<file path="src/tdhp_pkg.sv">
// Shared types, constants and helper functions of the drop height profile block.
`timescale 1ns / 1ps

package tdhp_pkg;

   localparam int BOARD_W   = 4;
   localparam int TYPE_W    = 3;
   localparam int ANCHOR_W  = 7;
   localparam int TURNS_W   = 2;
   localparam int WIDTH_W   = 8;
   localparam int HEIGHT_W  = 20;
   localparam int LANDING_W = 21;
   localparam int CALC_W    = 23;
   localparam int OFFSET_W  = 3;
   localparam int CELLS     = 4;
   localparam int NUM_SHAPES = 7;
   localparam int BOARD_CODES = 2 ** BOARD_W;

   localparam logic [WIDTH_W-1:0]  WIDTH_RESET = 8'd100;
   localparam logic [HEIGHT_W-1:0] HEIGHT_MAX  = {HEIGHT_W{1'b1}};
   localparam logic [TYPE_W-1:0]   PIECE_NONE  = 3'd7;

   typedef struct packed {
      logic [BOARD_W-1:0]  board;
      logic [TYPE_W-1:0]   piece_type;
      logic [ANCHOR_W-1:0] anchor_column;
      logic [TURNS_W-1:0]  quarter_turns;
   } req_payload_type;

   typedef struct packed {
      logic signed [LANDING_W-1:0] landing_row;
      logic                        height_saturated;
   } rsp_payload_type;

   typedef struct packed {
      logic signed [OFFSET_W-1:0] dx;
      logic signed [OFFSET_W-1:0] dy;
   } offset_type;

   // Status of the anchor remainder unit: done pulses for one cycle with the result.
   typedef struct packed {
      logic               done;
      logic [WIDTH_W-1:0] remainder;
   } mod_status_type;

   localparam logic signed [OFFSET_W-1:0] SHAPE_DX [NUM_SHAPES][CELLS] = '{
      '{3'sd0, 3'sd0, 3'sd0, 3'sd0},
      '{3'sd0, 3'sd1, 3'sd2, 3'sd2},
      '{3'sd0, 3'sd1, 3'sd2, 3'sd2},
      '{3'sd0, 3'sd1, 3'sd1, 3'sd2},
      '{3'sd0, 3'sd1, 3'sd1, 3'sd0},
      '{3'sd0, 3'sd1, 3'sd1, 3'sd2},
      '{3'sd0, 3'sd1, 3'sd1, 3'sd2}
   };

   localparam logic signed [OFFSET_W-1:0] SHAPE_DY [NUM_SHAPES][CELLS] = '{
      '{3'sd0, 3'sd1, 3'sd2, 3'sd3},
      '{3'sd0, 3'sd0, 3'sd0, 3'sd1},
      '{3'sd0, 3'sd0, 3'sd0, -3'sd1},
      '{3'sd0, 3'sd0, 3'sd1, 3'sd0},
      '{3'sd0, 3'sd0, 3'sd1, 3'sd1},
      '{3'sd0, 3'sd0, 3'sd1, 3'sd1},
      '{3'sd0, 3'sd0, -3'sd1, -3'sd1}
   };

   // Base cell offset of a shape, turned k quarter turns by (dx,dy) -> (-dy,dx).
   function automatic offset_type cell_offset(input logic [TYPE_W-1:0] t,
                                              input logic [1:0] i,
                                              input logic [TURNS_W-1:0] k);
      offset_type c;
      offset_type r;
      c.dx = SHAPE_DX[t][i];
      c.dy = SHAPE_DY[t][i];
      case (k)
         2'd0: r = c;
         2'd1: begin
            r.dx = -c.dy;
            r.dy = c.dx;
         end
         2'd2: begin
            r.dx = -c.dx;
            r.dy = -c.dy;
         end
         2'd3: begin
            r.dx = c.dy;
            r.dy = -c.dx;
         end
         default: r = c;
      endcase
      return r;
   endfunction

   // Brings remainder plus offset back into [0, w); three steps cover widths down to one.
   function automatic logic [WIDTH_W-1:0] wrap_column(input logic signed [WIDTH_W+1:0] s,
                                                     input logic [WIDTH_W-1:0] w);
      logic signed [WIDTH_W+1:0] v;
      logic signed [WIDTH_W+1:0] ws;
      v  = s;
      ws = $signed({2'b00, w});
      for (int n = 0; n < 3; n++) begin
         if (v < 0) begin
            v = v + ws;
         end else if (v >= ws) begin
            v = v - ws;
         end
      end
      return v[WIDTH_W-1:0];
   endfunction

   function automatic logic signed [CALC_W-1:0] sext_offset(
         input logic signed [OFFSET_W-1:0] d);
      return {{(CALC_W-OFFSET_W){d[OFFSET_W-1]}}, d};
   endfunction

endpackage

</file>
<file path="src/tdhp_anchor_mod.sv">
// Restoring remainder unit: anchor column modulo the active width, one bit a cycle.
`timescale 1ns / 1ps

module tdhp_anchor_mod (
   input  logic                              clock,
   input  logic                              reset,
   input  logic                              start,
   input  logic [tdhp_pkg::ANCHOR_W-1:0]     dividend,
   input  logic [tdhp_pkg::WIDTH_W-1:0]      divisor,
   output tdhp_pkg::mod_status_type          status
);

   localparam int CNT_W = $clog2(tdhp_pkg::ANCHOR_W);

   logic                            busy_ff;
   logic                            done_ff;
   logic [CNT_W-1:0]                cnt_ff;
   logic [tdhp_pkg::ANCHOR_W-1:0]   bits_ff;
   logic [tdhp_pkg::WIDTH_W-1:0]    div_ff;
   logic [tdhp_pkg::WIDTH_W-1:0]    rem_ff;
   logic [tdhp_pkg::WIDTH_W-1:0]    rem_in;
   logic [tdhp_pkg::WIDTH_W:0]      trial;

   always_comb begin
      trial = {rem_ff, bits_ff[tdhp_pkg::ANCHOR_W-1]};
      if (trial >= {1'b0, div_ff}) begin
         rem_in = tdhp_pkg::WIDTH_W'(trial - {1'b0, div_ff});
      end else begin
         rem_in = trial[tdhp_pkg::WIDTH_W-1:0];
      end
   end

   always_ff @(posedge clock) begin
      if (reset) begin
         busy_ff <= 1'b0;
         done_ff <= 1'b0;
         cnt_ff  <= '0;
      end else begin
         done_ff <= !start && busy_ff && (cnt_ff == CNT_W'(tdhp_pkg::ANCHOR_W - 1));
         if (start) begin
            busy_ff <= 1'b1;
            cnt_ff  <= '0;
            rem_ff  <= '0;
            bits_ff <= dividend;
            div_ff  <= divisor;
         end else if (busy_ff) begin
            rem_ff  <= rem_in;
            bits_ff <= {bits_ff[tdhp_pkg::ANCHOR_W-2:0], 1'b0};
            cnt_ff  <= cnt_ff + 1'b1;
            if (cnt_ff == CNT_W'(tdhp_pkg::ANCHOR_W - 1)) begin
               busy_ff <= 1'b0;
            end
         end
      end
   end

   assign status.done      = done_ff;
   assign status.remainder = rem_ff;

endmodule

</file>
<file path="config.mk">
export PLATFORM = sky130hd
export DESIGN_NAME = tdhp_anchor_mod
export DESIGN_NICKNAME = d
export VERILOG_FILES = /design/src/tdhp_pkg.sv /design/src/tdhp_anchor_mod.sv
export SDC_FILE = /design/constraint.sdc
export NUM_CORES = 1
export LEC_CHECK = 0
export BUFFER_PORTS_ARGS = -buffer_cell sky130_fd_sc_hd__buf_2
export CAP_MARGIN = 5
export CORE_MARGIN = 2
export CORE_UTILIZATION = 50
export CTS_CLUSTER_DIAMETER = 40
export DETAILED_ROUTE_END_ITERATION = 8
export GPL_TIMING_DRIVEN = 0
export HOLD_SLACK_MARGIN = 0.03
export MAX_ROUTING_LAYER = met4
export PLACE_DENSITY = 0.74
export SYNTH_ARGS = -nofsm -noshare
export SYNTH_HDL_FRONTEND = slang
export SYNTH_SLANG_ARGS = --single-unit
</file>
<file path="constraint.sdc">
create_clock -name clock -period 1.8 [get_ports clock]
set_input_delay 0.09 -clock clock [delete_from_list [all_inputs] [get_ports clock]]
set_output_delay 0.09 -clock clock [all_outputs]
set_load 0.03 [all_outputs]
</file>
==> results.md <==
* Status: finished with violations
* Failing checks: negative setup slack
* Min-Delay Path Depth at 2
* Worst-case clock buffer depth at 2
* First-pass GRT wire length at 5590 um
* CTS HTree Levels at 1
* Vias in the first global route at about 1200
* RSZ-0062 raised after global routing: true
* Clk Latency, worst-skew pair at roughly 0.31 ns
* Critical path capture point type: flip-flop
* Placed instance count at roughly 200
* Largest net degree at the start of global routing at 17
* Ant. Diodes at 0
* Reg2Reg Launch Point: rem_ff[2]
* Worst rel slew slack at between 40% and 50%
* Sum Neg Setup Slack at -1.28 ns
* Wire per inst at ~15 um
* Final period utilization at 113%
* Register area share after synthesis at between 40% and 50%
* Slack of the critical path at -0.237 ns
* Max-Cap Viols at 0
* Initial Util at a little over half
* Post-Syn Area at 0.00161 sq mm
* FF+latch count, synth at 28
* Placed instance area at 0.00182 sq mm
* DR vias/cell at between 5 and 6
* Vias post-DR at around 1300
* Port Buffers at 26
* Post-placement worst setup slack at -0.297 ns
* Die footprint at ~0.0037 sq mm
* Top Ports at 27
* Min Clock Period, post-route at roughly 2 ns
* Length of the first detailed-routing pass in iterations at 4
* Maximum vdd drop at between 0.0005 and 0.0006 V
* Final setup viols at 8
* Gr ovfl total at 0
* Clk root buf: clkbuf_4
* Layout area overhead at 30.8%
* Pleak at slightly above 0.8 nW
* Yosys top cell by area: edfxtp_1
* RR Endpoint: rem_ff[5]
* Die W at a little over 60 um
* Power Density at just under 800 mW/mm^2
* Global Route Usage Sum at between 20% and 30%
* Routed Antenna Nets at 0
* Hold Crit Class: in2reg
* Hold Slack at 0.0547 ns
* Core ar. at ~0.003 sq mm
* Cell Rows at 20
* Placed wire-length estimate at ~2300 um
* Final Cell Area at 0.00210 sq mm
* Routability cong. at between 0.8 and 0.9
* Design Power at 1.64 mW
* DR DRC count at 0
* CP max stage cell: edfxtp_1
* DRT iter0 DRCs at 69
* FILL cells at 229
* Worst Tran Pin Value at between 0.7 and 0.8 ns
* Crit path DAT at about 2.1 ns
* CP Max Fanout at 6
* Post-synth EDFFs at 23
* TritonCTS Buffers at 3
* Final Non-Filler Cells at about 230
* Endpoints failing hold at 0
* Area share of the largest cell type after synthesis at approximately 43%
* Critical path launch point type: flip-flop
* Worst-path clk slew at about 0.14 ns
* Warnings from Yosys at 0
* Min-delay src: dividend[0]
* Fmax at approximately 0.5 GHz
* Synth Instances at 133
* Worst reg2reg setup slack at -0.24 ns
* Num Clock Sinks at 28
* Worst-path cell chain: ha_4 -> o211a_1 -> o31ai_4 -> buf_4 -> and3_2 -> o22ai_1 -> a21oi_1
* Slew Viols, Final at 0
* Setup CP Type: reg2reg
* Req. time, crit path at between 1.5 and 2 ns
* CTS tree: built
* Main synth FF type: edfxtp_1
* Antenna violations before repair at 0
* Syn Area/Cell at between 10 and 15 sq um
* Netlist cell types at 45
* Hold Crit Endpoint: bits_ff[0]
* Fraction of layout cells with a size suffix above 1 at about two fifths
* Syn nets at about 160
* Final Skew at roughly 0.0042 ns
* Top post-synthesis cells by area: edfxtp_1 43%, ha_1 7.8%, dfxtp_1 6.2%
* Asr flop ratio synth at 0%
* Nets at around 210
* DRT Wirelength at approximately 3500 um
* Delay of the slowest critical-path stage at just over 0.5 ns
* Final core utilization at between 60% and 70%
* Height of the die at ~61 um
* Reg2Reg Depth at 7
-- per-layer routing --
layer / GRT usage (%) / part of all wire [%]
met2: 36.4 / 53
met4: 5.59 / 0.43
met1: 26.7 / 41
met5: - / 0
met3: 2.77 / 5.5
-- state kept, by name, indices dropped and copies added, names as in the netlist --
register	flops
busy_ff	1
done_ff	1
bits_ff	7
div_ff	8
cnt_ff	3
rem_ff	8
-- synth_stat cells (2+ instances only) --
master / instances
nor3_1: 6
o21a_1: 3
o21ai_0: 3
dfxtp_1: 5
nand2_1: 3
nand3_1: 6
and2_1: 2
nor2_1: 4
xnor2_1: 2
o21ai_1: 3
nor2b_1: 5
a2111oi_0: 2
mux2_2: 6
ha_1: 10
a211o_1: 2
a211oi_2: 3
inv_1: 11
edfxtp_1: 23
a21oi_1: 8
-- critical path, delay by kind of cell, from the launching register on --
family	cells	cell delay, ns
adders and majority gates	1	0.34
DFF	1	0.51
buffers and inverters	1	0.16
and+or+nand+nor	1	0.20
AOI/OAI and AO/OA	4	0.55
-- layout by cell type, fill, tap and decap left out, drive strengths merged, types with 2 or more instances in the layout --
master / n
a2111oi: 2
a211o: 2
a211oi: 4
a21oi: 9
and2: 2
and3: 2
buf: 37
clkbuf: 5
dfxtp: 5
dlygate4sd3: 9
edfxtp: 23
ha: 10
inv: 11
mux2: 6
nand2: 4
nand3: 6
nor2: 4
nor2b: 6
nor3: 6
o21a: 3
o21ai: 6
o311ai: 2
xnor2: 2
-- final cells by class --
| type | count | area, sq um | area share (%) |
|---|---|---|---|
| Sequential cell | 28 | 791 | 37.6 |
| Timing Repair Buffer | 44 | 288 | 13.7 |
| Multi-Input combinational cell | 91 | 877 | 41.7 |
| Clock buffer | 4 | 36.3 | 1.73 |
| Tap cell | 44 | 55.1 | 2.62 |
| Buffer | 3 | 15.0 | 0.714 |
| Inverter | 11 | 41.3 | 1.96 |
-- power by group --
group          leakage (nW)  internal [mW]  switching (mW)  total, mW
clock network        0.0210          0.123           0.167      0.290
logic                 0.528          0.263           0.295      0.558
registers             0.261          0.759          0.0313      0.790
total                 0.810           1.15           0.493       1.64
-- cell families (layout without fill, tap and decap cells) --
| kind of cell | Yosys count | in the layout | synth area share [%] |
|---|---|---|---|
| flip-flops | 28 | 28 | 49.2 |
| XOR/XNOR | 3 | 3 | 1.63 |
| AND/OR/NAND/NOR | 34 | 34 | 12.1 |
| adder cells (fa/ha/maj) | 11 | 11 | 9.03 |
| multiplexers | 6 | 6 | 4.20 |
| buffers and inverters | 14 | 62 | 3.50 |
| AO/OA/AOI/OAI | 37 | 37 | 20.4 |
-- worst max path at each step --
stage          startpoint         to  slack, ns
2_1_floorplan   rem_ff[0]  rem_ff[1]      -0.20
3_3_place_gp   bits_ff[6]  rem_ff[6]      -0.20
3_5_place_dp    div_ff[0]  rem_ff[6]      -0.30
4_1_cts         div_ff[0]  rem_ff[6]      -0.18
5_1_grt         div_ff[0]  rem_ff[6]      -0.29
6_report        rem_ff[2]  rem_ff[5]      -0.24
-- repair_timing --
item / 4_1_cts / 5_1_grt
pin swaps: 6 / 3
setup endpoints to repair: 23 / 8
resized for setup: 11 / 7
setup buffers: 9 / 0
hold buffers: 9 / 0
hold endpoints to repair: 12 / 0
Note: power is estimated with default switching activity, not from simulation.
